`config.mk`:
```
export PLATFORM = sky130hd
export DESIGN_NAME = dfs_spanning_tree_core
export DESIGN_NICKNAME = d
export VERILOG_FILES = /design/src/hdl/dfst_pkg.sv /design/src/hdl/dfs_spanning_tree_core.sv
export SDC_FILE = /design/constraint.sdc
export NUM_CORES = 2
export LEC_CHECK = 0
export ABC_AREA = 1
export BUFFER_PORTS_ARGS = -buffer_cell sky130_fd_sc_hd__clkbuf_2
export CAP_MARGIN = 15
export CORE_MARGIN = 2
export CORE_UTILIZATION = 35
export CTS_BUF_LIST = sky130_fd_sc_hd__clkbuf_8
export CTS_CLUSTER_SIZE = 40
export DETAILED_ROUTE_END_ITERATION = 6
export GPL_TIMING_DRIVEN = 0
export HOLD_SLACK_MARGIN = 0.1
export MAX_ROUTING_LAYER = met4
export PLACE_DENSITY = 0.46
export SLEW_MARGIN = 20
export SYNTH_ARGS = -nofsm -noshare
export SYNTH_HDL_FRONTEND = slang
export SYNTH_SLANG_ARGS = --single-unit
```
`constraint.sdc`:
```
create_clock -name clk -period 39.9 [get_ports clk]
set_input_delay 0 -clock clk [delete_from_list [all_inputs] [get_ports clk]]
set_output_delay 0 -clock clk [all_outputs]
set_load 0.02 [all_outputs]
```
`src/hdl/dfst_pkg.sv`:
```
package dfst_pkg;

    // defaults for the top level parameters
    localparam int MAX_VERTICES_DEF = 16;
    localparam int MAX_DEGREE_DEF   = 16;

    // fixed field widths
    localparam int VERT_W   = 4;
    localparam int VCOUNT_W = 5;
    localparam int STATUS_W = 2;
    localparam int IN_DATA_W  = 8;
    localparam int OUT_DATA_W = 8;

    localparam logic [VCOUNT_W-1:0] VCOUNT_RESET = 5'd16;

    // request kinds
    localparam logic OP_ADD = 1'b0;
    localparam logic OP_RUN = 1'b1;

    // result status codes
    localparam logic [STATUS_W-1:0] ST_ACCEPT = 2'd0;
    localparam logic [STATUS_W-1:0] ST_REJECT = 2'd1;
    localparam logic [STATUS_W-1:0] ST_TREE   = 2'd2;
    localparam logic [STATUS_W-1:0] ST_EMPTY  = 2'd3;

endpackage

```
`src/hdl/dfs_spanning_tree_core.sv`:
```
// Depth-first spanning tree engine over an undirected graph held in memory.
// Requests enter on the s_axis channel: tuser selects add-edge or run, tdata
// carries both edge ends. Results leave on the m_axis channel: tuser holds
// the status, tdata the tree edge, tlast marks the final result of a request.
// The cfg channel writes the vertex count; write it only while the block idles.
// An add-edge request gives one result; a rejected one ends after the degree
// read and its evaluation, a stored one goes on through the degree read, first
// list write and second list write (one write port on the neighbor memory).
// A run clears the visited marks and walks from vertex 0. Each list entry it
// examines takes registered degree and neighbor reads, then the evaluation;
// each tree edge adds the steps that find the child's list done and return to
// the parent (read, evaluation, stack read), plus start and finish steps.
// Tree edges are held one back so that the last can carry tlast.
// Reset empties all lists (degree valid bits clear at once, no clearing pass),
// sets the vertex count to 16 (the default vertex maximum) and leaves the block idle.
// A stalled receiver holds the output register; the walk waits only when it has
// a new tree edge and both the held edge and the output register are full, and
// add-edge and final results wait for the output register to free up.
// s_axis_tready is high whenever no request is in progress.
module dfs_spanning_tree_core #(
    parameter int MAX_VERTICES = dfst_pkg::MAX_VERTICES_DEF,
    parameter int MAX_DEGREE   = dfst_pkg::MAX_DEGREE_DEF
) (
    input  logic                              clk,
    input  logic                              rst_n,
    // request channel
    input  logic                              s_axis_tvalid,
    output logic                              s_axis_tready,
    input  logic [dfst_pkg::IN_DATA_W-1:0]    s_axis_tdata,  // first_vertex, second_vertex
    input  logic                              s_axis_tuser,  // op
    // result channel
    output logic                              m_axis_tvalid,
    input  logic                              m_axis_tready,
    output logic [dfst_pkg::OUT_DATA_W-1:0]   m_axis_tdata,  // edge_from, edge_to
    output logic [dfst_pkg::STATUS_W-1:0]     m_axis_tuser,  // status
    output logic                              m_axis_tlast,  // last
    // configuration channel
    input  logic                              cfg_valid,
    output logic                              cfg_ready,
    input  logic [dfst_pkg::VCOUNT_W-1:0]     cfg_data       // vertex_count
);
    import dfst_pkg::*;

    localparam int VIDX_W  = $clog2(MAX_VERTICES);
    localparam int DEG_W   = $clog2(MAX_DEGREE + 1);
    localparam int DEPTH_W = $clog2(MAX_VERTICES + 1);
    localparam int NB_DEPTH = MAX_VERTICES * MAX_DEGREE;
    localparam int ADDR_W  = $clog2(NB_DEPTH);
    localparam int STK_W   = VIDX_W + DEG_W;

    localparam logic [2:0] S_IDLE      = 3'd0;
    localparam logic [2:0] S_ADD_EVAL  = 3'd1;
    localparam logic [2:0] S_ADD_WR2   = 3'd2;
    localparam logic [2:0] S_WALK_RD   = 3'd3;
    localparam logic [2:0] S_WALK_EVAL = 3'd4;
    localparam logic [2:0] S_WALK_POP  = 3'd5;
    localparam logic [2:0] S_WALK_FIN  = 3'd6;

    // control registers
    logic [2:0]              state_reg, state_next;
    logic [VCOUNT_W-1:0]     vcount_reg;
    logic [MAX_VERTICES-1:0] visited_reg, visited_next;
    logic [MAX_VERTICES-1:0] deg_vld_reg;
    logic [DEPTH_W-1:0]      depth_reg, depth_next;
    logic                    pend_valid_reg, pend_valid_next;
    logic                    m_valid_reg;

    // payload registers
    logic [VERT_W-1:0]       u_reg, u_next;
    logic [VERT_W-1:0]       v_reg, v_next;
    logic [VIDX_W-1:0]       top_v_reg, top_v_next;
    logic [DEG_W-1:0]        top_i_reg, top_i_next;
    logic [VIDX_W-1:0]       pend_from_reg, pend_from_next;
    logic [VIDX_W-1:0]       pend_to_reg, pend_to_next;
    logic [STATUS_W-1:0]     m_status_reg;
    logic [VERT_W-1:0]       m_from_reg;
    logic [VERT_W-1:0]       m_to_reg;
    logic                    m_last_reg;

    // memories and their registered read data
    logic [DEG_W-1:0]  deg_mem [MAX_VERTICES];
    logic [VERT_W-1:0] nb_mem  [NB_DEPTH];
    logic [STK_W-1:0]  stk_mem [MAX_VERTICES];
    logic [DEG_W-1:0]  deg_a_reg, deg_b_reg;
    logic              deg_a_vld_reg, deg_b_vld_reg;
    logic [VERT_W-1:0] nb_rd_reg;
    logic [STK_W-1:0]  stk_rd_reg;

    // memory port controls
    logic              deg_re;
    logic [VIDX_W-1:0] deg_raddr_a, deg_raddr_b;
    logic              deg_we;
    logic [VIDX_W-1:0] deg_waddr;
    logic [DEG_W-1:0]  deg_wdata;
    logic              nb_re, nb_we;
    logic [ADDR_W-1:0] nb_raddr, nb_waddr;
    logic [VERT_W-1:0] nb_wdata;
    logic              stk_re, stk_we;
    logic [VIDX_W-1:0] stk_raddr, stk_waddr;
    logic [STK_W-1:0]  stk_wdata;

    // output load
    logic                out_free;
    logic                out_load;
    logic [STATUS_W-1:0] out_status;
    logic [VERT_W-1:0]   out_from, out_to;
    logic                out_last;

    // decoded helpers
    logic [DEG_W-1:0]   du, dv, dv2;
    logic [VIDX_W-1:0]  u_idx, v_idx, w_idx;
    logic               reject;
    logic               hit;
    logic [DEPTH_W-1:0] depth_m1;
    logic [VERT_W-1:0]  in_first, in_second;

    assign in_first  = s_axis_tdata[VERT_W-1:0];
    assign in_second = s_axis_tdata[2*VERT_W-1:VERT_W];

    // degree reads from entries never written count as zero
    assign du = deg_a_vld_reg ? deg_a_reg : '0;
    assign dv = deg_b_vld_reg ? deg_b_reg : '0;
    assign dv2 = (u_reg == v_reg) ? du + DEG_W'(1) : dv;
    assign u_idx = VIDX_W'(u_reg);
    assign v_idx = VIDX_W'(v_reg);
    assign w_idx = VIDX_W'(nb_rd_reg);
    assign depth_m1 = depth_reg - DEPTH_W'(1);

    // range and capacity check for an edge
    always_comb
    begin
        reject = 1'b0;
        if (int'(u_reg) >= MAX_VERTICES || int'(v_reg) >= MAX_VERTICES ||
            {1'b0, u_reg} >= vcount_reg || {1'b0, v_reg} >= vcount_reg)
        begin
            reject = 1'b1;
        end
        else if (u_reg == v_reg)
        begin
            reject = (int'(du) + 2) > MAX_DEGREE;
        end
        else
        begin
            reject = (int'(du) >= MAX_DEGREE) || (int'(dv) >= MAX_DEGREE);
        end
    end

    // neighbor found by the walk becomes a tree edge
    assign hit = (int'(nb_rd_reg) < MAX_VERTICES) && !visited_reg[w_idx] &&
                 (int'(depth_reg) < MAX_VERTICES);

    assign out_free = !m_valid_reg || m_axis_tready;

    // sequencer
    always_comb
    begin
        state_next      = state_reg;
        visited_next    = visited_reg;
        depth_next      = depth_reg;
        pend_valid_next = pend_valid_reg;
        u_next          = u_reg;
        v_next          = v_reg;
        top_v_next      = top_v_reg;
        top_i_next      = top_i_reg;
        pend_from_next  = pend_from_reg;
        pend_to_next    = pend_to_reg;
        deg_re      = 1'b0;
        deg_raddr_a = top_v_reg;
        deg_raddr_b = top_v_reg;
        deg_we      = 1'b0;
        deg_waddr   = u_idx;
        deg_wdata   = du + DEG_W'(1);
        nb_re       = 1'b0;
        nb_raddr    = ADDR_W'(int'(top_v_reg) * MAX_DEGREE + int'(top_i_reg));
        nb_we       = 1'b0;
        nb_waddr    = ADDR_W'(int'(u_idx) * MAX_DEGREE + int'(du));
        nb_wdata    = v_reg;
        stk_re      = 1'b0;
        stk_raddr   = VIDX_W'(depth_m1 - DEPTH_W'(1));
        stk_we      = 1'b0;
        stk_waddr   = VIDX_W'(depth_m1);
        stk_wdata   = {top_v_reg, top_i_reg + DEG_W'(1)};
        out_load    = 1'b0;
        out_status  = ST_ACCEPT;
        out_from    = '0;
        out_to      = '0;
        out_last    = 1'b1;
        unique case (state_reg)
            S_IDLE:
            begin
                if (s_axis_tvalid)
                begin
                    if (s_axis_tuser == OP_RUN)
                    begin
                        visited_next    = '0;
                        visited_next[0] = 1'b1;
                        top_v_next      = '0;
                        top_i_next      = '0;
                        depth_next      = DEPTH_W'(1);
                        pend_valid_next = 1'b0;
                        state_next      = S_WALK_RD;
                    end
                    else
                    begin
                        u_next      = in_first;
                        v_next      = in_second;
                        deg_re      = 1'b1;
                        deg_raddr_a = VIDX_W'(in_first);
                        deg_raddr_b = VIDX_W'(in_second);
                        state_next  = S_ADD_EVAL;
                    end
                end
            end
            S_ADD_EVAL:
            begin
                if (out_free)
                begin
                    out_load = 1'b1;
                    if (reject)
                    begin
                        out_status = ST_REJECT;
                        state_next = S_IDLE;
                    end
                    else
                    begin
                        out_status = ST_ACCEPT;
                        nb_we      = 1'b1;
                        deg_we     = 1'b1;
                        state_next = S_ADD_WR2;
                    end
                end
            end
            S_ADD_WR2:
            begin
                // second end; a self-loop takes the next slot of the same list
                nb_we      = 1'b1;
                nb_waddr   = ADDR_W'(int'(v_idx) * MAX_DEGREE + int'(dv2));
                nb_wdata   = u_reg;
                deg_we     = 1'b1;
                deg_waddr  = v_idx;
                deg_wdata  = dv2 + DEG_W'(1);
                state_next = S_IDLE;
            end
            S_WALK_RD:
            begin
                deg_re     = 1'b1;
                nb_re      = 1'b1;
                state_next = S_WALK_EVAL;
            end
            S_WALK_EVAL:
            begin
                if (top_i_reg < du)
                begin
                    if (!(hit && pend_valid_reg && !out_free))
                    begin
                        top_i_next = top_i_reg + DEG_W'(1);
                        state_next = S_WALK_RD;
                        if (hit)
                        begin
                            // flush the held edge, hold the new one, push
                            if (pend_valid_reg)
                            begin
                                out_load   = 1'b1;
                                out_status = ST_TREE;
                                out_from   = VERT_W'(pend_from_reg);
                                out_to     = VERT_W'(pend_to_reg);
                                out_last   = 1'b0;
                            end
                            pend_valid_next     = 1'b1;
                            pend_from_next      = top_v_reg;
                            pend_to_next        = w_idx;
                            visited_next[w_idx] = 1'b1;
                            stk_we              = 1'b1;
                            top_v_next          = w_idx;
                            top_i_next          = '0;
                            depth_next          = depth_reg + DEPTH_W'(1);
                        end
                    end
                end
                else
                begin
                    // list done: return to the parent
                    depth_next = depth_m1;
                    if (depth_reg == DEPTH_W'(1))
                    begin
                        state_next = S_WALK_FIN;
                    end
                    else
                    begin
                        stk_re     = 1'b1;
                        state_next = S_WALK_POP;
                    end
                end
            end
            S_WALK_POP:
            begin
                top_v_next = stk_rd_reg[STK_W-1:DEG_W];
                top_i_next = stk_rd_reg[DEG_W-1:0];
                state_next = S_WALK_RD;
            end
            S_WALK_FIN:
            begin
                if (out_free)
                begin
                    out_load = 1'b1;
                    if (pend_valid_reg)
                    begin
                        out_status = ST_TREE;
                        out_from   = VERT_W'(pend_from_reg);
                        out_to     = VERT_W'(pend_to_reg);
                    end
                    else
                    begin
                        out_status = ST_EMPTY;
                    end
                    pend_valid_next = 1'b0;
                    state_next      = S_IDLE;
                end
            end
            default:
            begin
                state_next = S_IDLE;
            end
        endcase
    end

    // control state
    always_ff @(posedge clk or negedge rst_n)
    begin
        if (!rst_n)
        begin
            state_reg      <= S_IDLE;
            vcount_reg     <= VCOUNT_RESET;
            visited_reg    <= '0;
            deg_vld_reg    <= '0;
            depth_reg      <= '0;
            pend_valid_reg <= 1'b0;
            m_valid_reg    <= 1'b0;
        end
        else
        begin
            state_reg      <= state_next;
            visited_reg    <= visited_next;
            depth_reg      <= depth_next;
            pend_valid_reg <= pend_valid_next;
            if (cfg_valid)
            begin
                vcount_reg <= cfg_data;
            end
            if (deg_we)
            begin
                deg_vld_reg[deg_waddr] <= 1'b1;
            end
            if (out_load)
            begin
                m_valid_reg <= 1'b1;
            end
            else if (m_axis_tready)
            begin
                m_valid_reg <= 1'b0;
            end
        end
    end

    // payload registers
    always_ff @(posedge clk)
    begin
        u_reg         <= u_next;
        v_reg         <= v_next;
        top_v_reg     <= top_v_next;
        top_i_reg     <= top_i_next;
        pend_from_reg <= pend_from_next;
        pend_to_reg   <= pend_to_next;
        if (out_load)
        begin
            m_status_reg <= out_status;
            m_from_reg   <= out_from;
            m_to_reg     <= out_to;
            m_last_reg   <= out_last;
        end
    end

    // degree memory, two read ports and one write port
    always_ff @(posedge clk)
    begin
        if (deg_we)
        begin
            deg_mem[deg_waddr] <= deg_wdata;
        end
        if (deg_re)
        begin
            deg_a_reg     <= deg_mem[deg_raddr_a];
            deg_b_reg     <= deg_mem[deg_raddr_b];
            deg_a_vld_reg <= deg_vld_reg[deg_raddr_a];
            deg_b_vld_reg <= deg_vld_reg[deg_raddr_b];
        end
    end

    // neighbor list memory
    always_ff @(posedge clk)
    begin
        if (nb_we)
        begin
            nb_mem[nb_waddr] <= nb_wdata;
        end
        if (nb_re)
        begin
            nb_rd_reg <= nb_mem[nb_raddr];
        end
    end

    // walk stack memory, entries below the cached top
    always_ff @(posedge clk)
    begin
        if (stk_we)
        begin
            stk_mem[stk_waddr] <= stk_wdata;
        end
        if (stk_re)
        begin
            stk_rd_reg <= stk_mem[stk_raddr];
        end
    end

    assign s_axis_tready = (state_reg == S_IDLE);
    assign cfg_ready     = 1'b1;
    assign m_axis_tvalid = m_valid_reg;
    assign m_axis_tuser  = m_status_reg;
    assign m_axis_tdata  = {m_to_reg, m_from_reg};
    assign m_axis_tlast  = m_last_reg;

    // stack never grows past MAX_VERTICES entries
    a_depth_bound: assert property (@(posedge clk) disable iff (!rst_n)
        int'(depth_reg) <= MAX_VERTICES)
        else $error("walk stack depth out of range");

    // a run request starts the walk with only vertex 0 on the stack
    a_run_start: assert property (@(posedge clk) disable iff (!rst_n)
        (s_axis_tvalid && s_axis_tready && s_axis_tuser == OP_RUN) |=>
        (state_reg == S_WALK_RD && depth_reg == DEPTH_W'(1) && visited_reg[0]))
        else $error("walk did not start from vertex 0");

    // a stored degree never exceeds the list size
    a_deg_bound: assert property (@(posedge clk) disable iff (!rst_n)
        deg_we |-> int'(deg_wdata) <= MAX_DEGREE)
        else $error("neighbor list overflow");

    // the walk only reads lists while the stack holds a vertex
    a_walk_depth: assert property (@(posedge clk) disable iff (!rst_n)
        (state_reg == S_WALK_RD || state_reg == S_WALK_EVAL) |-> depth_reg != '0)
        else $error("walk step with empty stack");

    // a loaded result never overwrites one still waiting
    a_no_overwrite: assert property (@(posedge clk) disable iff (!rst_n)
        (m_valid_reg && !m_axis_tready) |-> !out_load)
        else $error("result overwritten while stalled");

endmodule
```
# Word-level counts from Yosys, hierarchy flattened
# Memory sizes are Yosys's and may differ from the RTL's. A register that Yosys moved wholly into a read port is not among the register bits.
# Index checks and enable logic that the tools add are counted.
# totals
regBits	85
mem_bits_rw	1248
in_bits	19
out_inout_bits	14
wordCells	208
memories	3
# mem_list
memory	depth	width	rd	rd_clocked_by_memory_dff	write_ports	line_no	text
nb_mem	256	4	1	1	1	dfs_spanning_tree_core.sv:82	logic [VERT_W-1:0] nb_mem [NB_DEPTH];
stk_mem	16	9	1	1	1	dfs_spanning_tree_core.sv:83	logic [STK_W-1:0] stk_mem [MAX_VERTICES];
deg_mem	16	5	2	2	1	dfs_spanning_tree_core.sv:81	logic [DEG_W-1:0] deg_mem [MAX_VERTICES];
# classes
add_sub_neg	10
n_lt_le_gt_ge	13
eq_ne	17
muxes	113
n_bitwise	7
n_reduce_logical	26
# op_table
operator	n
$mux W4	23
$mux W16	5
$mux W5	14
$mux W1	40
$or A16 B16 Y16	2
$pmux W16 S2	1
$add A8 B5 Y8	3
$add A5 B1 Y5 const B	4
$lt A4 B5 Y1 const B	4
$pmux W3 S6	1
$mux W2	8
$pmux W4 S2	2
$mux W3	5
$pmux W5 S3	1
$bmux W1 S4	3
$ne A2 B2 Y1 const B	6
$pmux W4 S3	1
$reduce_and A6 Y1	2
$ge A4 B5 Y1	2
$ge A5 B5 Y1 const B	2
$pmux W5 S2	1
$reduce_and A5 Y1	2
$eq A3 B3 Y1 const B	3
$demux W1 S4	2
other kinds (29)	49

# Logic depth before layout (Yosys ltp)
# logic_depth
word_depth	11
depth_mapped	19
ltp_nobuf	18

# Least setup slack after synthesis
# OpenSTA, ideal clock, no wires.
# synth_timing
kind	reg-to-reg
start	register state_reg[1]
end	memory nb_mem[0][0], data pin
setup_time_ns	2.188
t_arrival_ns	10.925
t_required_ns	37.712
setup_slack_ns	26.787
path_stages_with_launch	8
path_buffers	2
synth_period_minus_slack_ns	13.113
cell_sequence	dfrtp_1 > inv_2 > nor2_1 > inv_2 > nor2_8 > buf_2 > clkbuf_1 > o21ai_0
# synth_via
elab_chain_cells	2
# synth_lines
item	line_no	text
start: declaration	dfs_spanning_tree_core.sv:60	logic [2:0] state_reg, state_next;
start signal: assignment	dfs_spanning_tree_core.sv:342	state_reg <= state_next;
$eq A3 B2 Y1	dfs_spanning_tree_core.sv:188	unique case (state_reg)
$mux W4	dfs_spanning_tree_core.sv:188	
via nb_wdata[0]	dfs_spanning_tree_core.sv:97	logic [VERT_W-1:0] nb_wdata;
end: declaration	dfs_spanning_tree_core.sv:82	
# The timed path passes the listed nets, and every way through them passes these cells.

# Final worst setup path
# layout_timing
start	register deg_a_vld_reg
end	memory nb_mem[198][2], enable pin
# layout_via
elab_chain_cells	10
elab_cells_between_ends	17
classes_between	add/sub (4); order compare (2); mux (10); reduce/logical (1)
# layout_lines
item	line_no	text
start: declaration	dfs_spanning_tree_core.sv:85	logic deg_a_vld_reg, deg_b_vld_reg;
start signal: assignment	dfs_spanning_tree_core.sv:394	deg_a_vld_reg <= deg_vld_reg[deg_raddr_a];
$mux W5 *	dfs_spanning_tree_core.sv:121	assign du = deg_a_vld_reg ? deg_a_reg : '0;
$add A5 B2 Y6 or $ge A5 B5 Y1 (tied branches)	dfs_spanning_tree_core.sv:140, dfs_spanning_tree_core.sv:144	
$gt A6 B5 Y1 or $logic_or A1 B1 Y1 (tied branches)	dfs_spanning_tree_core.sv:140, dfs_spanning_tree_core.sv:144	
$mux W1	dfs_spanning_tree_core.sv:138	else if (u_reg == v_reg)
$mux W1	dfs_spanning_tree_core.sv:133	if (int'(u_reg) >= MAX_VERTICES || int'(v_reg) >= MAX_VERTICES ||
$mux W1	dfs_spanning_tree_core.sv:219	if (reject)
$mux W1	dfs_spanning_tree_core.sv:216	if (out_free)
$pmux W1 S2	dfs_spanning_tree_core.sv:188	
$mux W1	dfs_spanning_tree_core.sv:402	if (nb_we)
$mux W1 (not written as such)	dfs_spanning_tree_core.sv:404	nb_mem[nb_waddr] <= nb_wdata;
# Mark *: on every way between the ends. The rest lies on a longest branch, timed or not.

==> results.txt <==
The run finished with clean final reports. STA classifies the critical path startpoint as a flop. The post-synthesis net count is 5657.

The total routed wirelength came out at 251 mm. The share of power burned in the clock network came out at 0.202. The classification of the worst setup path is flop to flop.

Timing would allow up to about 180 MHz. After floorplanning, the core was divided into 150 placement rows. The simple-gate area share of the yosys netlist came out at 0.201.

The slew at the pin closest to its max-slew limit came out at 1290 ps. The final estimated routing congestion in global placement is roughly 0.96. After synthesis, the share of flip-flops with an asynchronous set or reset is 0.0347. The number of buffers on the longest clock path came out at 3. The width of the chip is roughly 420 um. From bottom edge to top edge, the die measures about 420 um. The static leakage is about 25 nW. The multi-input gate area in the final layout is 16200 um^2. The all-layer global routing usage is 0.294. The critical path data required time is 40550 ps.

The via count normalized by instance count came out at roughly 5.5. The number of failing setup endpoints in the final timing report is 0. The combinational family with the most area after synthesis is simple AND/OR/NAND/NOR gates. The clock transition at the registers of the reported paths is about 60 ps. The total number of yosys warnings came out at 0. The top register by number of flip-flops is nb_mem. The total power is 5.86 mW. The relative slew slack came out at 0.142. The flip-flop count of the largest register, all copies and words added is 1024. The power density over cell area is between 80 and 90 nW/um^2.

The worst setup path is captured at a flop. The share of synthesized area spent on multiplexers is 0.00361. The sequential area share after synthesis is 0.684.

The largest fanout on the critical path is 10. The startpoint identified for the worst register-to-register timing path is deg_a_vld_reg$_DFFE_PP_. The worst hold path belongs to the class input pin to async pin. The floorplan step defined a die boundary enclosing around 170000 um^2. Summing every instance area after synthesis gives about 59000 um^2. The post-synthesis to final-layout area growth came out at 15.5%.

The via count of the routed design is ~46000. In the finished design, the share of the clock period the worst path needs comes to 0.138. In the final layout, the registers with the most flip-flops are nb_mem x1024, stk_mem x144, deg_mem x80. Ranked by instance count, the synthesized netlist is headed by sky130_fd_sc_hd__edfxtp_1, sky130_fd_sc_hd__nand2_1, sky130_fd_sc_hd__nor2_1, sky130_fd_sc_hd__nand3_1, sky130_fd_sc_hd__o21ai_0.

The max-capacitance violation count is 0. The combinational share of power is 0.487. The sum of negative setup slack came out at 0 ps. The most instantiated flip-flop cell in the synthesis netlist is sky130_fd_sc_hd__edfxtp_1. The number of filler cells placed in the layout came out at ~16000. The switching share of power is 0.487. The via count of the first global-routing pass came out at roughly 43000.

The tree is rooted in a sky130_fd_sc_hd__clkbuf_8. The pre-antenna-repair detailed-routing pass consisted of 6 iterations. The slack of the worst reg-to-reg path came out at ~34000 ps. sky130_fd_sc_hd__edfxtp_1 takes more of the synthesized area than any other cell. The fraction of synthesized cell area taken by the top area cell type came out at 0.664.

The average wire per cell in the routed design came out at roughly 30 um. The number of top-level design ports is 33. The count of flip-flops with a built-in enable after synthesis is 1309. The xor/xnor share of the synthesized area is 0.00283.

At the later pin of the worst-skew pair, clock insertion delay measures just over 1000 ps. The remaining global-route overflow came out at 0. Counting cells, the worst reg-to-reg path comes to 18. The number of clock sinks seen by CTS is roughly 1400. The arrival time of data at the critical path endpoint came out at about 6000 ps. The cell count after synthesis came out at about 5600. Setup repair after global routing left no endpoint under its margin. The count of input and output buffers is 30. The hold violation total from the final report is 0.

The reported net switching power came out at ~2.9 mW. On the final layout, the worst clock skew is between 50 and 60 ps. By instance count, the leading cell after synthesis is sky130_fd_sc_hd__edfxtp_1. The internal portion of the total power is ~3 mW. The fraction of layout instances using a drive strength above 1 came out at 0.105. The post-layout minimum cycle time is 5520 ps.

The number of distinct library cells after synthesis came out at 46. Of the total power, registers draw 0.312. In this run the standard cell core region covers 168000 um^2. TritonCTS built the clock tree. The maximum number of pins on one net before global-route repair is 36. The register area came out at roughly 40000 um^2.

Buffers inserted during clock tree synthesis total approximately 230. The number of gates resized after cts came out at 0. The worst register-to-register path ends at nb_mem[198][2]$_DFFE_PP_.

The net count reported at finish came out at about 6000. The initial antenna violation count was 25. The compound-cell area share of the yosys netlist was 0.0577.

The post-synthesis sequential element count is between 1000 and 1500. CTS built an H-tree with a depth of 4. The DRC violations left is 0. The starting DRC count in detailed routing came out at 6322. In the post-synthesis netlist, the biggest area contributors are sky130_fd_sc_hd__edfxtp_1, sky130_fd_sc_hd__nand2_1, sky130_fd_sc_hd__nor2_1. The starting density of the core came out at 0.353.

The global-route wire length before repair came out at ~340 mm. The adder-cell share of the synthesized area came out at 0.00592. The peak supply drop came out at 58.4 uV. The final HPWL from detailed placement is about 170 mm. The count of pins over their slew limit was 0. The average size of a mapped cell came out at between 10 and 15 um^2. Once detail routing completed, the nets flagged for antenna violations numbered 0.
[logic make-up (layout without fill, tap and decap cells)]
group	Yosys count	count (layout)
AND/OR/NAND/NOR	2921	2921
flip-flops	1356	1356
buffers and inverters	649	1194
AO/OA/AOI/OAI	619	619
adder cells (fa/ha/maj)	28	28
multiplexers	19	19
XOR/XNOR	17	17
other	1	10
[worst max-delay path by stage]
stage,startpoint,to,slack (ps)
after floorplan,state_reg[1]$_DFFE_PN0P_,nb_mem[0][0]$_DFFE_PP_,26790
after global placement,state_reg[1]$_DFFE_PN0P_,nb_mem[169][0]$_DFFE_PP_,9680
after detailed placement,deg_a_vld_reg$_DFFE_PP_,nb_mem[198][2]$_DFFE_PP_,34610
after CTS,deg_a_vld_reg$_DFFE_PP_,nb_mem[199][1]$_DFFE_PP_,34590
after global routing,deg_a_vld_reg$_DFFE_PP_,nb_mem[193][0]$_DFFE_PP_,34180
final,deg_a_vld_reg$_DFFE_PP_,nb_mem[198][2]$_DFFE_PP_,34380
[final cells by class]
| class | count | share of cell area |
|---|---|---|
| clock buffers | 231 | 0.0465 |
| inverters | 331 | 0.0182 |
| repair buffers | 136 | 0.0309 |
| diodes | 9 | 0.000329 |
| well taps | 2204 | 0.0403 |
| flip-flops and latches | 1356 | 0.592 |
| plain buffers | 318 | 0.0215 |
| clock inverters | 178 | 0.0142 |
| multi-input cells | 3605 | 0.236 |
[layout by cell type (no fill, tap or decap), types with 45 or more instances in the layout]
| cell type | count |
|---|---|
| sky130_fd_sc_hd__edfxtp_1 | 1309 |
| sky130_fd_sc_hd__nand2_1 | 1248 |
| sky130_fd_sc_hd__nor2_1 | 1018 |
| sky130_fd_sc_hd__nand3_1 | 560 |
| sky130_fd_sc_hd__inv_1 | 399 |
| sky130_fd_sc_hd__o21ai_0 | 394 |
| sky130_fd_sc_hd__clkbuf_8 | 231 |
| sky130_fd_sc_hd__clkbuf_1 | 131 |
| sky130_fd_sc_hd__a21oi_1 | 109 |
| sky130_fd_sc_hd__buf_2 | 98 |
| sky130_fd_sc_hd__clkbuf_2 | 76 |
| sky130_fd_sc_hd__clkinv_1 | 60 |
| sky130_fd_sc_hd__o211ai_1 | 49 |
| sky130_fd_sc_hd__dfrtp_1 | 46 |
| sky130_fd_sc_hd__dlygate4sd3_1 | 45 |
| sky130_fd_sc_hd__buf_16 | 45 |
[power groups by stage]
| stage | Clock, mW | Combinational, mW | Sequential (mW) |
|---|---|---|---|
| floorplan | 0 | 1.25 | 1.93 |
| global placement | 0 | 2.58 | 2.10 |
| detailed placement | 0 | 2.74 | 1.86 |
| CTS | 1.19 | 2.75 | 1.83 |
| global route | 1.25 | 2.93 | 1.83 |
| finish | 1.18 | 2.85 | 1.83 |
[routing by layer]
metal  global-route usage  vias up  share of wire
li1                     -    19907              -
met4                0.115        0          0.043
met5                    -        -              0
met2                0.434     2439           0.44
met3               0.0728      580           0.10
met1                0.390    22831           0.41
[repair_timing]
item | in CTS | in global routing
buffers inserted | 0 | 0
hold buffers | 45 | 0
endpoints found under the hold margin | 141 | 0
endpoints found under the setup margin | 0 | 0
[worst max-delay path, stage by stage, from the launching register on]
cell,delay (ps)
sky130_fd_sc_hd__edfxtp_1,520
sky130_fd_sc_hd__nand2_2,170
sky130_fd_sc_hd__nor2_1,170
sky130_fd_sc_hd__nand3_1,120
sky130_fd_sc_hd__o21ai_0,260
sky130_fd_sc_hd__nor2_1,70
sky130_fd_sc_hd__a21oi_1,270
sky130_fd_sc_hd__ha_1,260
sky130_fd_sc_hd__ha_1,170
sky130_fd_sc_hd__xor2_1,140
sky130_fd_sc_hd__inv_1,60
sky130_fd_sc_hd__o21ai_1,400
sky130_fd_sc_hd__inv_1,110
sky130_fd_sc_hd__nor2_1,600
sky130_fd_sc_hd__nand2_1,610
sky130_fd_sc_hd__inv_1,210
sky130_fd_sc_hd__nand2_1,80
sky130_fd_sc_hd__buf_2,210
sky130_fd_sc_hd__nor2_1,730
[through the flow]
stage | hold WS [ps] | setup WS [ps] | instances | util | cell area [um^2]
4_1_cts | 171 | 34590 | 8359 | 0.408 | 68400
6_report | 246 | 34380 | 8368 | 0.408 | 68400
3_5_place_dp | -83.2 | 34610 | 7905 | 0.381 | 63800
3_3_place_gp | 201 | 9680 | 7844 | 0.371 | 62100
5_1_grt | 244 | 34180 | 8366 | 0.408 | 68400
2_1_floorplan | -296 | 26790 | 5610 | - | 59200
Note: power is estimated with default switching activity, not from simulation.
